===== src/rtl/lbs_pkg.sv =====
// Lexeme boundary scanner package: lexeme classes, scan modes, record types
// and byte classification functions. No dependencies.
package lbs_pkg;

  // Width of every position/length field in a result record
  localparam int FieldW = 21;
  // Most records one byte can produce
  localparam int RecN   = 3;

  // Bytes the scanner looks at by value
  localparam logic [7:0] CH_NUL    = 8'h00;
  localparam logic [7:0] CH_TAB    = 8'h09;
  localparam logic [7:0] CH_NL     = 8'h0A;
  localparam logic [7:0] CH_CR     = 8'h0D;
  localparam logic [7:0] CH_SPACE  = 8'h20;
  localparam logic [7:0] CH_DQUOTE = 8'h22;
  localparam logic [7:0] CH_SQUOTE = 8'h27;
  localparam logic [7:0] CH_STAR   = 8'h2A;
  localparam logic [7:0] CH_SLASH  = 8'h2F;
  localparam logic [7:0] CH_BSLASH = 8'h5C;

  typedef enum logic [2:0] {
    CLS_SPACE    = 3'd0,
    CLS_QUOTE    = 3'd1,
    CLS_OPERAND  = 3'd2,
    CLS_OPERATOR = 3'd3,
    CLS_DELIM    = 3'd4,
    CLS_ILLEGAL  = 3'd5,
    CLS_END      = 3'd6
  } lbs_class_e;

  typedef enum logic [2:0] {
    MODE_BOUND = 3'd0,
    MODE_SPACE = 3'd1,
    MODE_QUOTE = 3'd2,
    MODE_OPND  = 3'd3,
    MODE_OPER  = 3'd4,
    MODE_LINE  = 3'd5,
    MODE_BLOCK = 3'd6
  } lbs_mode_e;

  // One result item
  typedef struct packed {
    lbs_class_e        cls;
    logic [7:0]        first;
    logic [FieldW-1:0] loc;
    logic [FieldW-1:0] len;
    logic [FieldW-1:0] line;
    logic [FieldW-1:0] col;
    logic              last;
  } lbs_rec_t;

  // All records caused by one input item, in order; count is 1..RecN if pushed
  typedef struct packed {
    logic [1:0]            count;
    lbs_rec_t [RecN-1:0]   recs;
  } lbs_bundle_t;

  // Queue status seen by front and back
  typedef struct packed {
    logic full;
    logic empty;
  } lbs_qstat_t;

  function automatic logic is_space(input logic [7:0] b);
    is_space = (b == CH_SPACE) || (b == CH_TAB) || (b == CH_CR);
  endfunction

  function automatic logic is_quote(input logic [7:0] b);
    is_quote = (b == CH_DQUOTE) || (b == CH_SQUOTE);
  endfunction

  // NUL and " \n,;`()[]{}"
  function automatic logic is_delim(input logic [7:0] b);
    case (b)
      8'h00, 8'h20, 8'h0A, 8'h2C, 8'h3B, 8'h60,
      8'h28, 8'h29, 8'h5B, 8'h5D, 8'h7B, 8'h7D: is_delim = 1'b1;
      default:                                  is_delim = 1'b0;
    endcase
  endfunction

  // letters, digits, single quote, underscore
  function automatic logic is_operand(input logic [7:0] b);
    is_operand = (b >= 8'h30 && b <= 8'h39) || (b >= 8'h41 && b <= 8'h5A) ||
                 (b >= 8'h61 && b <= 8'h7A) || (b == CH_SQUOTE) || (b == 8'h5F);
  endfunction

  // "{};@$"
  function automatic logic is_excluded(input logic [7:0] b);
    case (b)
      8'h7B, 8'h7D, 8'h3B, 8'h40, 8'h24: is_excluded = 1'b1;
      default:                           is_excluded = 1'b0;
    endcase
  endfunction

  function automatic logic is_operator(input logic [7:0] b);
    is_operator = (b != CH_NUL) && !b[7] && !is_delim(b) && !is_operand(b) &&
                  !is_quote(b) && !is_excluded(b);
  endfunction

  function automatic lbs_class_e mode_class(input lbs_mode_e m);
    case (m)
      MODE_SPACE: mode_class = CLS_SPACE;
      MODE_QUOTE: mode_class = CLS_QUOTE;
      MODE_OPND:  mode_class = CLS_OPERAND;
      default:    mode_class = CLS_OPERATOR;
    endcase
  endfunction

endpackage


===== src/rtl/lexeme_boundary_scanner.sv =====
// Lexeme boundary scanner top level: front end, bundle queue, output stage.
// Depends on lbs_pkg, lbs_front, lbs_queue, lbs_back.
//
//   channel | handshake               | payload
//   --------+-------------------------+---------------------------------------
//   in      | in_valid_i / in_ready_o | text_byte_i, end_of_text_i
//   out     | out_valid_o/out_ready_i | lexeme_class_o, first_byte_o, ...,
//           |                         | start_column_o, last_result_o
//
// A byte is taken every cycle while the two-entry queue has room. Each byte
// yields zero to three lexemes, handed out one item per cycle by the output
// stage while out_ready_i is high, so the sustained rate is one byte per
// cycle when at most one lexeme per byte is produced, and output-limited
// otherwise. Reset clears the scan state and empties the queue. A stalled
// output fills the queue and then drops in_ready_o; the two sides otherwise
// stall independently.
module lexeme_boundary_scanner #(
  parameter longint unsigned MaxTextBytes = 64'd1048576
) (
  input  logic        clk_i,
  input  logic        rst_ni,
  input  logic        in_valid_i,
  output logic        in_ready_o,
  input  logic [7:0]  text_byte_i,
  input  logic        end_of_text_i,
  output logic        out_valid_o,
  input  logic        out_ready_i,
  output logic [2:0]  lexeme_class_o,
  output logic [7:0]  first_byte_o,
  output logic [20:0] lexeme_location_o,
  output logic [20:0] lexeme_length_o,
  output logic [20:0] start_line_o,
  output logic [20:0] start_column_o,
  output logic        last_result_o
);

  lbs_pkg::lbs_bundle_t bundle, head;
  lbs_pkg::lbs_qstat_t  qstat;
  logic                 push, pop;

  lbs_front #(
    .MaxTextBytes(MaxTextBytes)
  ) u_front (
    .clk_i        (clk_i),
    .rst_ni       (rst_ni),
    .in_valid_i   (in_valid_i),
    .in_ready_o   (in_ready_o),
    .text_byte_i  (text_byte_i),
    .end_of_text_i(end_of_text_i),
    .q_stat_i     (qstat),
    .push_o       (push),
    .bundle_o     (bundle)
  );

  lbs_queue u_queue (
    .clk_i   (clk_i),
    .rst_ni  (rst_ni),
    .push_i  (push),
    .bundle_i(bundle),
    .pop_i   (pop),
    .head_o  (head),
    .stat_o  (qstat)
  );

  lbs_back u_back (
    .clk_i            (clk_i),
    .rst_ni           (rst_ni),
    .head_i           (head),
    .stat_i           (qstat),
    .pop_o            (pop),
    .out_valid_o      (out_valid_o),
    .out_ready_i      (out_ready_i),
    .lexeme_class_o   (lexeme_class_o),
    .first_byte_o     (first_byte_o),
    .lexeme_location_o(lexeme_location_o),
    .lexeme_length_o  (lexeme_length_o),
    .start_line_o     (start_line_o),
    .start_column_o   (start_column_o),
    .last_result_o    (last_result_o)
  );

  // queue is never written while full
  a_no_overflow: assert property (@(posedge clk_i) disable iff (!rst_ni)
    push |-> !qstat.full)
    else $error("bundle pushed into a full queue");

  // fill count stays consistent
  a_qstat_sane: assert property (@(posedge clk_i) disable iff (!rst_ni)
    !(qstat.full && qstat.empty))
    else $error("queue reports full and empty together");

  // only the end lexeme carries the last flag
  a_last_is_end: assert property (@(posedge clk_i) disable iff (!rst_ni)
    out_valid_o |-> (last_result_o == (lexeme_class_o == 3'(lbs_pkg::CLS_END))))
    else $error("last flag and end class disagree");

  // an accepted final byte always leaves work for the output stage
  a_eot_queued: assert property (@(posedge clk_i) disable iff (!rst_ni)
    (in_valid_i && in_ready_o && end_of_text_i) |=> !qstat.empty)
    else $error("end of text produced no queued lexemes");

endmodule


===== src/rtl/lbs_front.sv =====
// Front end: accepts text bytes, runs the scan state machine and position
// counters, and pushes the records of each byte as one bundle.
// Depends on lbs_pkg.
module lbs_front #(
  parameter longint unsigned MaxTextBytes = 64'd1048576
) (
  input  logic                clk_i,
  input  logic                rst_ni,
  input  logic                in_valid_i,
  output logic                in_ready_o,
  input  logic [7:0]          text_byte_i,
  input  logic                end_of_text_i,
  input  lbs_pkg::lbs_qstat_t q_stat_i,
  output logic                push_o,
  output lbs_pkg::lbs_bundle_t bundle_o
);

  localparam int              CntW   = $clog2(MaxTextBytes + 64'd1);
  localparam logic [CntW-1:0] MaxCnt = CntW'(MaxTextBytes);
  localparam logic [CntW-1:0] OneCnt = CntW'(1);

  function automatic logic [CntW-1:0] sat_inc(input logic [CntW-1:0] v);
    sat_inc = (v >= MaxCnt) ? MaxCnt : v + OneCnt;
  endfunction

  lbs_pkg::lbs_mode_e mode_q, mode_s, mode_d, cur;
  logic slash_q, slash_s, slash_d;
  logic star_q, star_s, star_d;
  logic esc_q, esc_s, esc_d;
  logic qkind_q, qkind_s, qkind_d;
  logic [CntW-1:0] start_q, start_s, start_d;
  logic [CntW-1:0] off_q, off_s, off_d;
  logic [CntW-1:0] line_q, line_s, line_d;
  logic [CntW-1:0] col_q, col_s, col_d;
  logic [CntW-1:0] sline_q, sline_s, sline_d;
  logic [CntW-1:0] scol_q, scol_s, scol_d;
  logic [CntW-1:0] len_q, len_s, len_d;
  logic [7:0]      first_q, first_s, first_d;

  logic               held, takes, do_start;
  logic               emit_a, emit_b, emit_c;
  lbs_pkg::lbs_class_e a_cls, b_cls, c_cls;
  logic [CntW-1:0]    a_len;
  logic [7:0]         b, qc;
  logic               accept;
  logic [1:0]         n;

  assign in_ready_o = !q_stat_i.full;
  assign accept     = in_valid_i && in_ready_o;
  assign b          = text_byte_i;
  assign qc         = qkind_q ? lbs_pkg::CH_SQUOTE : lbs_pkg::CH_DQUOTE;

  // Next state: one scan step, then end-of-text return to reset values
  always_comb begin
    mode_s   = mode_q;
    slash_s  = slash_q;
    star_s   = star_q;
    esc_s    = esc_q;
    qkind_s  = qkind_q;
    start_s  = start_q;
    sline_s  = sline_q;
    scol_s   = scol_q;
    len_s    = len_q;
    first_s  = first_q;
    cur      = mode_q;
    held     = 1'b0;
    do_start = 1'b0;
    emit_a   = 1'b0;
    a_cls    = lbs_pkg::CLS_OPERATOR;
    a_len    = len_q;
    emit_b   = 1'b0;
    b_cls    = lbs_pkg::CLS_DELIM;

    // held slash at a boundary: comment opener or start of operator run
    if (mode_q == lbs_pkg::MODE_BOUND && slash_q) begin
      slash_s = 1'b0;
      if (b == lbs_pkg::CH_SLASH) begin
        mode_s = lbs_pkg::MODE_LINE;
        held   = 1'b1;
      end else if (b == lbs_pkg::CH_STAR) begin
        mode_s = lbs_pkg::MODE_BLOCK;
        star_s = 1'b1;
        held   = 1'b1;
      end else begin
        cur    = lbs_pkg::MODE_OPER;
        mode_s = lbs_pkg::MODE_OPER;
      end
    end

    // run membership for the current mode
    case (cur)
      lbs_pkg::MODE_SPACE: takes = lbs_pkg::is_space(b);
      lbs_pkg::MODE_OPND:  takes = lbs_pkg::is_operand(b);
      default:             takes = lbs_pkg::is_operator(b);
    endcase

    if (!held) begin
      case (cur)
        lbs_pkg::MODE_BOUND: do_start = 1'b1;
        lbs_pkg::MODE_SPACE, lbs_pkg::MODE_OPND, lbs_pkg::MODE_OPER: begin
          if (takes) begin
            len_s = sat_inc(len_q);
          end else begin
            emit_a   = 1'b1;
            a_cls    = lbs_pkg::mode_class(cur);
            do_start = 1'b1;
          end
        end
        lbs_pkg::MODE_QUOTE: begin
          if (esc_q) begin
            esc_s = 1'b0;
            len_s = sat_inc(len_q);
          end else if (b == lbs_pkg::CH_NL) begin
            // unterminated quote stops before the newline
            emit_a   = 1'b1;
            a_cls    = lbs_pkg::CLS_QUOTE;
            do_start = 1'b1;
          end else begin
            len_s = sat_inc(len_q);
            a_len = sat_inc(len_q);
            if (b == lbs_pkg::CH_BSLASH) begin
              esc_s = 1'b1;
            end else if (b == qc) begin
              emit_a = 1'b1;
              a_cls  = lbs_pkg::CLS_QUOTE;
              mode_s = lbs_pkg::MODE_BOUND;
            end
          end
        end
        lbs_pkg::MODE_LINE: begin
          if (b == lbs_pkg::CH_NL) do_start = 1'b1;
        end
        lbs_pkg::MODE_BLOCK: begin
          if (star_q && b == lbs_pkg::CH_SLASH) begin
            mode_s = lbs_pkg::MODE_BOUND;
            star_s = 1'b0;
          end else begin
            star_s = (b == lbs_pkg::CH_STAR);
          end
        end
        default: do_start = 1'b1;
      endcase

      // new lexeme starting with this byte
      if (do_start) begin
        start_s = off_q;
        sline_s = line_q;
        scol_s  = col_q;
        first_s = b;
        len_s   = OneCnt;
        if (b == lbs_pkg::CH_SLASH) begin
          slash_s = 1'b1;
          mode_s  = lbs_pkg::MODE_BOUND;
        end else if (lbs_pkg::is_space(b)) begin
          mode_s = lbs_pkg::MODE_SPACE;
        end else if (lbs_pkg::is_quote(b)) begin
          mode_s  = lbs_pkg::MODE_QUOTE;
          qkind_s = (b == lbs_pkg::CH_SQUOTE);
          esc_s   = 1'b0;
        end else if (lbs_pkg::is_operand(b)) begin
          mode_s = lbs_pkg::MODE_OPND;
        end else if (lbs_pkg::is_operator(b)) begin
          mode_s = lbs_pkg::MODE_OPER;
        end else begin
          emit_b = 1'b1;
          b_cls  = lbs_pkg::is_delim(b) ? lbs_pkg::CLS_DELIM : lbs_pkg::CLS_ILLEGAL;
          mode_s = lbs_pkg::MODE_BOUND;
        end
      end
    end

    // position counters
    off_s = sat_inc(off_q);
    if (b == lbs_pkg::CH_NL) begin
      line_s = sat_inc(line_q);
      col_s  = OneCnt;
    end else begin
      line_s = line_q;
      col_s  = sat_inc(col_q);
    end

    // open lexeme flushed at end of text
    emit_c = end_of_text_i &&
             ((mode_s == lbs_pkg::MODE_BOUND && slash_s) ||
              mode_s == lbs_pkg::MODE_SPACE || mode_s == lbs_pkg::MODE_QUOTE ||
              mode_s == lbs_pkg::MODE_OPND  || mode_s == lbs_pkg::MODE_OPER);
    c_cls  = (mode_s == lbs_pkg::MODE_BOUND) ? lbs_pkg::CLS_OPERATOR
                                             : lbs_pkg::mode_class(mode_s);

    if (end_of_text_i) begin
      mode_d  = lbs_pkg::MODE_BOUND;
      slash_d = 1'b0;
      star_d  = 1'b0;
      esc_d   = 1'b0;
      qkind_d = 1'b0;
      start_d = OneCnt;
      off_d   = OneCnt;
      line_d  = OneCnt;
      col_d   = OneCnt;
      sline_d = OneCnt;
      scol_d  = OneCnt;
      len_d   = '0;
      first_d = '0;
    end else begin
      mode_d  = mode_s;
      slash_d = slash_s;
      star_d  = star_s;
      esc_d   = esc_s;
      qkind_d = qkind_s;
      start_d = start_s;
      off_d   = off_s;
      line_d  = line_s;
      col_d   = col_s;
      sline_d = sline_s;
      scol_d  = scol_s;
      len_d   = len_s;
      first_d = first_s;
    end
  end

  // Outputs: pack the records of this byte in order
  always_comb begin
    lbs_pkg::lbs_rec_t rec_a, rec_b, rec_c, rec_d;

    rec_a.cls   = a_cls;
    rec_a.first = first_q;
    rec_a.loc   = lbs_pkg::FieldW'(start_q);
    rec_a.len   = lbs_pkg::FieldW'(a_len);
    rec_a.line  = lbs_pkg::FieldW'(sline_q);
    rec_a.col   = lbs_pkg::FieldW'(scol_q);
    rec_a.last  = 1'b0;

    rec_b.cls   = b_cls;
    rec_b.first = b;
    rec_b.loc   = lbs_pkg::FieldW'(off_q);
    rec_b.len   = lbs_pkg::FieldW'(OneCnt);
    rec_b.line  = lbs_pkg::FieldW'(line_q);
    rec_b.col   = lbs_pkg::FieldW'(col_q);
    rec_b.last  = 1'b0;

    rec_c.cls   = c_cls;
    rec_c.first = first_s;
    rec_c.loc   = lbs_pkg::FieldW'(start_s);
    rec_c.len   = lbs_pkg::FieldW'(len_s);
    rec_c.line  = lbs_pkg::FieldW'(sline_s);
    rec_c.col   = lbs_pkg::FieldW'(scol_s);
    rec_c.last  = 1'b0;

    rec_d.cls   = lbs_pkg::CLS_END;
    rec_d.first = 8'h00;
    rec_d.loc   = lbs_pkg::FieldW'(off_s);
    rec_d.len   = lbs_pkg::FieldW'(OneCnt);
    rec_d.line  = lbs_pkg::FieldW'(line_s);
    rec_d.col   = lbs_pkg::FieldW'(col_s);
    rec_d.last  = 1'b1;

    bundle_o = '0;
    n        = 2'd0;
    if (emit_a && n != 2'd3) begin
      bundle_o.recs[n] = rec_a;
      n = n + 2'd1;
    end
    if (emit_b && n != 2'd3) begin
      bundle_o.recs[n] = rec_b;
      n = n + 2'd1;
    end
    if (emit_c && n != 2'd3) begin
      bundle_o.recs[n] = rec_c;
      n = n + 2'd1;
    end
    if (end_of_text_i && n != 2'd3) begin
      bundle_o.recs[n] = rec_d;
      n = n + 2'd1;
    end
    bundle_o.count = n;
    push_o         = accept && (n != 2'd0);
  end

  // State registers, updated per accepted item
  always_ff @(posedge clk_i or negedge rst_ni) begin
    if (!rst_ni) begin
      mode_q  <= lbs_pkg::MODE_BOUND;
      slash_q <= 1'b0;
      star_q  <= 1'b0;
      esc_q   <= 1'b0;
      qkind_q <= 1'b0;
      start_q <= OneCnt;
      off_q   <= OneCnt;
      line_q  <= OneCnt;
      col_q   <= OneCnt;
      sline_q <= OneCnt;
      scol_q  <= OneCnt;
      len_q   <= '0;
      first_q <= '0;
    end else if (accept) begin
      mode_q  <= mode_d;
      slash_q <= slash_d;
      star_q  <= star_d;
      esc_q   <= esc_d;
      qkind_q <= qkind_d;
      start_q <= start_d;
      off_q   <= off_d;
      line_q  <= line_d;
      col_q   <= col_d;
      sline_q <= sline_d;
      scol_q  <= scol_d;
      len_q   <= len_d;
      first_q <= first_d;
    end
  end

endmodule


===== src/rtl/lbs_queue.sv =====
// Two-entry bundle queue between the scan front end and the output stage.
// Depends on lbs_pkg.
module lbs_queue (
  input  logic                 clk_i,
  input  logic                 rst_ni,
  input  logic                 push_i,
  input  lbs_pkg::lbs_bundle_t bundle_i,
  input  logic                 pop_i,
  output lbs_pkg::lbs_bundle_t head_o,
  output lbs_pkg::lbs_qstat_t  stat_o
);

  lbs_pkg::lbs_bundle_t mem_q [2];
  logic       wr_q, rd_q;
  logic [1:0] cnt_q, cnt_d;

  assign head_o       = mem_q[rd_q];
  assign stat_o.full  = (cnt_q == 2'd2);
  assign stat_o.empty = (cnt_q == 2'd0);
  assign cnt_d        = cnt_q + {1'b0, push_i} - {1'b0, pop_i};

  // payload storage
  always_ff @(posedge clk_i) begin
    if (push_i) mem_q[wr_q] <= bundle_i;
  end

  // pointers and fill count
  always_ff @(posedge clk_i or negedge rst_ni) begin
    if (!rst_ni) begin
      wr_q  <= 1'b0;
      rd_q  <= 1'b0;
      cnt_q <= 2'd0;
    end else begin
      wr_q  <= wr_q ^ push_i;
      rd_q  <= rd_q ^ pop_i;
      cnt_q <= cnt_d;
    end
  end

endmodule


===== src/rtl/lbs_back.sv =====
// Output stage: hands out head bundle records one item per cycle while
// out_ready_i is high; pops it after its last record. Depends on lbs_pkg.
module lbs_back (
  input  logic                 clk_i,
  input  logic                 rst_ni,
  input  lbs_pkg::lbs_bundle_t head_i,
  input  lbs_pkg::lbs_qstat_t  stat_i,
  output logic                 pop_o,
  output logic                 out_valid_o,
  input  logic                 out_ready_i,
  output logic [2:0]           lexeme_class_o,
  output logic [7:0]           first_byte_o,
  output logic [20:0]          lexeme_location_o,
  output logic [20:0]          lexeme_length_o,
  output logic [20:0]          start_line_o,
  output logic [20:0]          start_column_o,
  output logic                 last_result_o
);

  lbs_pkg::lbs_rec_t rec;
  logic [1:0] idx_q, idx_d;
  logic       fire, last_of;

  assign rec         = head_i.recs[idx_q];
  assign out_valid_o = !stat_i.empty;
  assign fire        = out_valid_o && out_ready_i;
  assign last_of     = (idx_q == head_i.count - 2'd1);
  assign pop_o       = fire && last_of;

  assign lexeme_class_o    = rec.cls;
  assign first_byte_o      = rec.first;
  assign lexeme_location_o = rec.loc;
  assign lexeme_length_o   = rec.len;
  assign start_line_o      = rec.line;
  assign start_column_o    = rec.col;
  assign last_result_o     = rec.last;

  // record index within the head bundle
  always_comb begin
    idx_d = idx_q;
    if (fire) idx_d = last_of ? 2'd0 : idx_q + 2'd1;
  end

  always_ff @(posedge clk_i or negedge rst_ni) begin
    if (!rst_ni) begin
      idx_q <= 2'd0;
    end else begin
      idx_q <= idx_d;
    end
  end

endmodule


===== config.mk =====
export PLATFORM = sky130hd
export DESIGN_NAME = lexeme_boundary_scanner
export DESIGN_NICKNAME = d
export VERILOG_FILES = /design/src/rtl/lbs_pkg.sv /design/src/rtl/lexeme_boundary_scanner.sv /design/src/rtl/lbs_front.sv /design/src/rtl/lbs_queue.sv /design/src/rtl/lbs_back.sv
export SDC_FILE = /design/constraint.sdc
export NUM_CORES = 1
export LEC_CHECK = 0
export CORE_ASPECT_RATIO = 1.75
export CORE_MARGIN = 5
export CORE_UTILIZATION = 45
export DETAILED_ROUTE_END_ITERATION = 10
export DONT_BUFFER_PORTS = 1
export SLEW_MARGIN = 25
export SYNTH_ARGS = -nofsm -noshare
export SYNTH_HDL_FRONTEND = slang
export SYNTH_SLANG_ARGS = --single-unit

===== constraint.sdc =====
create_clock -name clk_i -period 17.75 [get_ports clk_i]
set_input_delay 3.55 -clock clk_i [delete_from_list [all_inputs] [get_ports clk_i]]
set_output_delay 3.55 -clock clk_i [all_outputs]
set_load 0.01 [all_outputs]

# Yosys cells after proc, flatten, opt, wreduce, memory -nomap -nowiden
# Memory sizes are Yosys's and may differ from the RTL's.
# Index checks and enable logic that the tools add are counted.
[op_classes]
mux = 165
add_sub_neg = 11
eq_ne = 40
reduce_logical = 60
magnitude_cmp = 17
bitwise_logic = 2
[ops]
columns = ["operator", "n"]
rows = [
  ["$bwmux W288", 3],
  ["$mux W288", 3],
  ["$demux W96 S2", 3],
  ["$mux W21", 27],
  ["$mux W96", 5],
  ["$bmux W96 S2", 1],
  ["$mux W3", 31],
  ["$add A21 B1 Y21 const B", 4],
  ["$ge A21 B21 Y1 const B", 4],
  ["$eq A8 B6 Y1 const B", 10],
  ["$mux W1", 74],
  ["$eq A8 B7 Y1 const B", 8],
  ["$pmux W21 S2", 1],
  ["$logic_and A1 B1 Y1", 26],
  ["$eq A8 B4 Y1 const B", 3],
  ["$mux W8", 3],
  ["$ge A8 B7 Y1 const B", 2],
  ["$le A8 B7 Y1 const B", 2],
  ["$mux W2", 7],
  ["$eq A3 B2 Y1 const B", 4],
  ["$eq A3 B3 Y1 const B", 4],
  ["$pmux W3 S2", 2],
  ["$reduce_or A12 Y1", 1],
  ["$logic_or A1 B1 Y1", 11],
  ["33 further kinds", 56],
]
[totals]
reg_bits = 168
ram_bits = 580
mem_count = 1
elab_cells = 313
input_bits = 13
out_inout_bits = 98
[memory_table]
columns = ["memory", "words", "word_bits", "read_ports", "rd_clocked_by_memory_dff", "wr", "line_no", "rtl"]
rows = [
  ["u_queue.mem_q", 2, 290, 1, 0, 1, "lbs_queue.sv:13", "lbs_pkg::lbs_bundle_t mem_q [2];"],
]

# Logic depth before layout (Yosys ltp)
# Gate-level depths: netlist of run 1.
[logic_depth]
ltp_word = 46
depth_mapped = 20
depth_no_buf = 14

# Modules after synthesis
# From an unflattened synthesis of run 1, not the netlist that was laid out.
[unflattened]
cells_unflattened = 3476
hier_area_um2 = 39175.1
[by_module_without_submodules]
columns = ["module", "seq_area_each_um2", "area_each_um2", "cells_each", "instances"]
rows = [
  ["lbs_queue", 17516.8, 21315.4, 918, 1],
  ["lbs_front", 4061.4, 15707.6, 2219, 1],
  ["lbs_back", 50.0, 2152.1, 339, 1],
]

# Worst setup path after synthesis of run 1
# Ideal clock, no wire load.
[synth_path]
path_kind = "input to register"
from = "input text_byte_i[4]"
to = "memory u_queue.mem_q[1][0] (netlist name), enable pin"
setup_ns = 0.689
slack_ns = 3.926
stages = 13
required_ns = 17.061
n_path_buf = 2
arrival_ns = 13.135
cell_sequence = "or4b_1 > buf_2 > or3_1 > nor3b_2 > a21oi_1 > nor2_1 > nand2_1 > clkinv_1 > clkbuf_1 > ha_1 > nor3_1 > nor2_1 > ha_1"
[synth_via]
elab_chain_cells = 37
word_cells_on_any_way = 153
[synth_lines]
columns = ["item", "line_no", "rtl"]
rows = [
  ["from (decl)", "lexeme_boundary_scanner.sv:24", "input logic [7:0] text_byte_i,"],
  ["$eq A8 B6 Y1, or another cell as far along", "lbs_pkg.sv:75", "case (b)"],
  ["$reduce_or A12 Y1", "lbs_pkg.sv:75", ""],
  ["$mux W1", "lbs_pkg.sv:75", ""],
  ["$mux W1", "lbs_front.sv:160", "end else if (lbs_pkg::is_operand(b)) begin"],
  ["$mux W1", "lbs_front.sv:156", "end else if (lbs_pkg::is_quote(b)) begin"],
  ["$mux W1", "lbs_front.sv:154", "end else if (lbs_pkg::is_space(b)) begin"],
  ["$mux W1", "lbs_front.sv:151", "if (b == lbs_pkg::CH_SLASH) begin"],
  ["$mux W1", "lbs_front.sv:145", "if (do_start) begin"],
  ["[20 not listed]", "--", ""],
  ["$logic_and A1 B1 Y1", "lbs_front.sv:267", "if (emit_c && n != 2'd3) begin"],
  ["$mux W2 *", "lbs_front.sv:267", ""],
  ["parallel branches: the longest is 2 deep, another holds $add A2 B1 Y2", "--", ""],
  ["$mux W2 *", "lbs_front.sv:271", "if (end_of_text_i && n != 2'd3) begin"],
  ["$reduce_bool A2 Y1 *", "lbs_front.sv:276", "push_o = accept && (n != 2'd0);"],
  ["$logic_and A1 B1 Y1 *", "lbs_front.sv:276", ""],
  ["$mux W1 *", "lbs_queue.sv:24", "if (push_i) mem_q[wr_q] <= bundle_i;"],
  ["$mux W1 (implied by the code) *", "lbs_queue.sv:24", ""],
  ["to (decl)", "lbs_queue.sv:13", ""],
]
# Mark *: on every way between the ends. The select of a mux whose other input is x is not followed.

==> out/results.tsv, run 1 <==
metric	value	unit
post-cts-setup-buffer-count	0	
core-area	0.0832	mm^2
skew	0.0289	ns
grt_pass1_vias	28700	
drive_gt1_frac	0.116	
power	8.06	mW
wirelength	114000	um
peakVddDrop	0.357	mV
core.rowCount	140	
fin_crit	10.45	ns
die_height	393	um
clock_latency	0.66	ns
layout_common_cells	578 x edfxtp_1, 319 x nand2_1, 273 x o21ai_0	
post_dp_cell_area	0.0384	mm^2
setup.worst_path.end	u_queue.mem_q[1][88]	
die_area	0.0900	mm^2
cp_max_fo	62	
synth_cells	3299	
maxSlewViolCount	0	
post_layout_nonfiller_instances	4228	
rr_worst_depth	15	
ctsHoldBuffers	0	
min_path_cells	1	
dr.pass1.iters	6	
cts.sinks	746	
pre_cts_ws	6.86	ns
dp_hpwl	62300	um
cts_buffers	70	
grt_setup_unrepaired	no	
num_vias	27700	
mostFrequentLayoutCell	edfxtp_1	
ys.flop_type	edfxtp_1	
grt-ovfl-total	0	
fillers	7179	
boundaryPins	111	
cp_data_arrival_time	10.93	ns
crit_type	input port to flip-flop	
rrSetupSlack	10.33	ns
setup_ws	7.30	ns
syn_nets	3329	
ys_warn_count	0	
path_clk_slew	0.07	ns
areaGrowthSynthToFinish	8.09	%
wire_per_inst	27.0	um
tightest_slew	1.18	ns
drtIter0Drc	3543	
synthDistinctLibCells	75	
synth-seq-cells	746	
hold_ws	0.502	ns
clock.fmax	95.7	MHz
multi_input_comb_area	0.0146	mm^2
cp-start-kind	input port	
finalHoldViolCount	0	
ys_async_sr_fraction	0.225	
finalInstanceArea	0.0408	mm^2
antenna_cells	0	
grt_pass1_wl	173000	um
crit_start	text_byte_i[4]	
nets	3135	
portBuffers	0	
cts_tree	built	
clock_path_buffers	3	
r2r_end	u_queue.mem_q[1][88]	
ff_latch_area	0.0216	mm^2
antenna_found_initial	0	
synth_enable_flop_cells	578	
grt_max_degree	180	
required	18.23	ns
crit-reg2reg-launch	u_front.esc_q	
leakage	14.3	nW
htreeDepth	3	
fin_util	0.490	
synth_area	0.0378	mm^2
grtUsageTotal	0.248	
min_path_type	flip-flop to flip-flop	
die_x	229	um
detail-route-antenna-nets	0	
numPlacedInstances	4095	
cts_resized	0	
fin_crit_sh	0.589	
end_kind	flip-flop	
slew-limit-headroom	0.213	
setup-tns-final	0	ns
status	finished, final reports clean	
synth_area_per_cell	11.4	um^2
drc_errors	0	
routabilityCongestion	0.877	
via_per_inst	6.56	
yosysSeqAreaShare	0.571	
finalSetupViolCount	0	
maxCapViolCount	0	
p_per_area	198	mW/mm^2
start_util	0.454	
root_buffer	clkbuf_16	
per-layer routing:
metal,vias to the layer above,GRT usage,part of all wire
met1,13900,0.284,0.36
met5,-,0,0
li1,12000,-,-
met3,380,0.0487,0.077
met4,0,0.131,0.050
met2,1457,0.439,0.51
where the power goes:
group / leakage, nW / internal, mW / switching, mW
sequential: 7.77 / 2.65 / 0.206
combinational: 5.42 / 1.06 / 2.57
clock: 1.15 / 0.895 / 0.678
critical path, stage by stage:
cell,delay (ns)
or3_1,0.45
nor3_2,0.64
a211oi_1,0.16
and3_1,0.23
a21oi_1,0.40
or3_2,0.64
buf_4,0.83
o31ai_1,0.24
mux2i_1,0.45
mux2_2,0.26
buf_4,0.83
or2_4,0.77
buf_4,0.79
inv_2,0.29
a21oi_1,0.25
synth_stat cells, types with 25 or more instances:
cell	instances	area, um^2
o21ai_0	273	1370
clkbuf_1	232	871
nand2_1	322	1210
dfrtp_1	162	4050
o22ai_1	99	619
buf_1	31	116
nor2_1	171	642
mux2_2	71	800
nor3_1	105	526
a21boi_0	67	503
a21oi_1	152	761
o21a_1	25	188
xor2_1	35	307
inv_1	124	465
or3_1	30	188
a31oi_1	68	425
buf_2	43	215
mux4_2	96	2160
a22o_1	52	455
edfxtp_1	578	17400
nand3_1	106	531
mux2i_1	109	1090
a2bb2oi_1	60	526
a22oi_1	63	473
how the worst min path moves through the flow:
stage | end | slack (ns) | from
after floorplan | u_queue.cnt_q[1] | 0.46 | u_queue.cnt_q[1]
after global placement | u_queue.cnt_q[1] | 0.48 | u_queue.cnt_q[1]
after detailed placement | u_queue.cnt_q[1] | 0.50 | u_queue.cnt_q[1]
after CTS | u_queue.cnt_q[1] | 0.51 | u_queue.cnt_q[1]
after global routing | u_queue.cnt_q[1] | 0.54 | u_queue.cnt_q[1]
final | u_queue.cnt_q[1] | 0.50 | u_queue.cnt_q[1]
logic make-up (layout without fill, tap and decap cells):
| kind of cell | after synthesis | count (layout) | share of synthesized area |
|---|---|---|---|
| AND/OR/NAND/NOR | 852 | 852 | 0.104 |
| XOR/XNOR | 49 | 49 | 0.0114 |
| buffers and inverters | 436 | 300 | 0.0451 |
| multiplexers | 276 | 276 | 0.107 |
| flip-flops | 746 | 746 | 0.571 |
| adder cells (fa/ha/maj) | 17 | 17 | 0.00563 |
| AO/OA/AOI/OAI | 923 | 923 | 0.155 |
final cells by class:
type                            count  share of cell area
Clock buffer                       93              0.0486
Clock inverter                     37             0.00957
Inverter                          126              0.0116
Multi-Input combinational cell   2117               0.358
Sequential cell                   746               0.529
Tap cell                         1065              0.0327
Timing Repair Buffer               44              0.0105
flip-flops by register name, summed over array words and instances, names as in the netlist, 3 cells and up:
register         cells
u_front.col_q       21
u_front.first_q      8
u_front.len_q       21
u_front.line_q      21
u_front.mode_q       3
u_front.off_q       21
u_front.scol_q      21
u_front.sline_q     21
u_front.start_q     21
u_queue.mem_q      578
No activity file was read; power rests on OpenSTA's default activity.
==> inputs of run 2 (changes only) <==
==> constraint.sdc (replaced) <==
create_clock -name clk_i -period 9.4 [get_ports clk_i]
set_input_delay 1.88 -clock clk_i [delete_from_list [all_inputs] [get_ports clk_i]]
set_output_delay 1.88 -clock clk_i [all_outputs]
set_load 0.01 [all_outputs]
==> run 2 against run 1 <==
Effect of this change:
- register-to-register slack worse by 6.4 ns
- sequential share of layout area is 0.094 points lower
- first-iteration DRC count decreased by 8.3%
- via count increased by 0.12%
- worst hold slack worse by 0.0056 ns
- count of clock-buffer cells in the layout increased by 6
- design area grew 0.18%
- critical path type unchanged
- critical endpoint is now u_queue.mem_q[0][264]
==> out/results.tsv, run 2 (synthesis results as in run 1) <==
metric	value	unit
status	finished, final reports clean	
cts.sinks	746	
grt-ovfl-total	0	
htreeDepth	3	
crit_chain	or3_1 > nor3_2 > a211oi_1 > and3_1 > a21oi_1 > nor2_1 > nand2_1 > clkinv_1 > buf_4 > ha_1 > nor2b_1 > nand2b_1 > mux2i_1 > nand2_2 > buf_4 > mux2_2	
wire_per_inst	27.2	um
mostFrequentLayoutCell	edfxtp_1	
required	9.77	ns
clock_path_buffers	3	
clock.fmax	144	MHz
grt_pass1_wl	173000	um
antenna_cells	0	
cpMostUsedCell	buf_4	
slew-limit-headroom	0.199	
via_per_inst	6.56	
p_switching	6.60	mW
root_buffer	clkbuf_16	
grtUsageTotal	0.249	
end_kind	flip-flop	
cts_buffers	71	
cp_slowest_stage_delay	0.72	ns
crit_type	input port to flip-flop	
finalHoldViolCount	0	
cts_tree	built	
min_path_type	flip-flop to flip-flop	
antenna_found_initial	0	
detail-route-antenna-nets	0	
die_area	0.0900	mm^2
maxCapViolCount	0	
die_x	229	um
tightest_slew	1.20	ns
power.internal	8.70	mW
areaGrowthSynthToFinish	8.28	%
core.rowCount	140	
min-delay-start	u_queue.cnt_q[1]	
post_dp_cell_area	0.0385	mm^2
cp_max_fo	27	
combPwrFrac	0.454	
nets	3143	
p_clk_frac	0.192	
cp_data_arrival_time	7.30	ns
seq_power_share	0.354	
swShare	0.431	
cp_num_buf_inv	3	
boundaryPins	111	
finalInstanceArea	0.0409	mm^2
leakage	14.4	nW
hold_ws	0.497	ns
largest_register_ffs	578	
drc_errors	0	
ctsHoldBuffers	0	
cp-start-kind	input port	
core-area	0.0832	mm^2
portBuffers	0	
routabilityCongestion	0.904	
die_height	393	um
crit_start	text_byte_i[4]	
grt_pass1_vias	28400	
crit-reg2reg-launch	u_front.esc_q	
crit_path_top_delay_cell	nor3_2	
path_delay_family	simple AND/OR/NAND/NOR gates	
grt_max_degree	169	
drtIter0Drc	3250	
fin_crit_sh	0.737	
path_clk_slew	0.07	ns
num_vias	27800	
cts_resized	0	
start_util	0.454	
p_per_area	374	mW/mm^2
skew	0.0328	ns
finalSetupViolCount	0	
maxSlewViolCount	0	
top_register	u_queue.mem_q	
fin_crit	6.93	ns
wirelength	115000	um
clock_latency	0.66	ns
drive_gt1_frac	0.117	
layout_common_cells	578 x edfxtp_1, 319 x nand2_1, 273 x o21ai_0	
dp_hpwl	62400	um
peakVddDrop	0.590	mV
power	15.3	mW
post-cts-setup-buffer-count	0	
grt_setup_unrepaired	no	
dr.pass1.iters	8	
[run 2: power by group through the flow]
stage	clock, mW	sequential, mW	combinational [mW]
finish	2.93	5.42	6.95
global route	3.11	5.49	7.29
CTS	2.98	5.42	6.86
detailed placement	0	5.49	6.85
global placement	0	5.42	6.69
floorplan	0	5.45	4.58
[run 2: area by class of cell]
| cell class | instances | area (um^2) |
|---|---|---|
| Inverter | 126 | 473 |
| Timing Repair Buffer | 51 | 543 |
| Multi-Input combinational cell | 2117 | 14600 |
| Clock buffer | 99 | 2040 |
| Clock inverter | 31 | 302 |
| Tap cell | 1065 | 1330 |
| Fill cell | 7227 | 42300 |
| Sequential cell | 746 | 21600 |
[run 2: worst reg2reg max path, cell delays in order, from the launching register on]
cell	delay, ns
dfrtp_1	0.44
or4_1	0.89
nor2_1	0.21
nor2_1	0.07
o31ai_1	0.40
or3_2	0.22
buf_4	0.56
o31ai_1	0.25
mux2i_1	0.37
mux2_2	0.41
nand2_2	0.55
buf_4	0.60
a2bb2oi_1	0.35
[run 2: per-stage QoR]
stage	util	setup slack, ns	cells	TNS (ns)
global route	0.491	2.23	4235	0
CTS	0.491	2.58	4234	0
finish	0.491	2.47	4235	0
floorplan	-	-2.75	3299	-1592.06
global placement	0.462	1.97	4102	0
detailed placement	0.463	1.92	4104	0
[run 2: final timing paths]
| path | end | slack, ns | cells after the start |
|---|---|---|---|
| worst max-delay path | u_queue.mem_q[0][264] | 2.47 | 16 |
| worst min-delay path | u_queue.cnt_q[1] | 0.50 | 1 |
| worst max register to register | u_queue.mem_q[1][100] | 3.90 | 12 |
| worst min register to register | u_queue.cnt_q[1] | 0.50 | 1 |
| max in group asynchronous | u_front.start_q[16] | 7.89 | 0 |
| min in group asynchronous | u_front.len_q[9] | 0.95 | 0 |
[run 2: layer usage]
| layer | GRT usage | wire [um] | vias to the layer above |
|---|---|---|---|
| li1 | - | - | 12000 |
| met1 | 0.286 | 40700 | 13800 |
| met2 | 0.439 | 58600 | 1591 |
| met3 | 0.0481 | 9860 | 407 |
| met4 | 0.134 | 6100 | 0 |
| met5 | 0 | 0 | - |
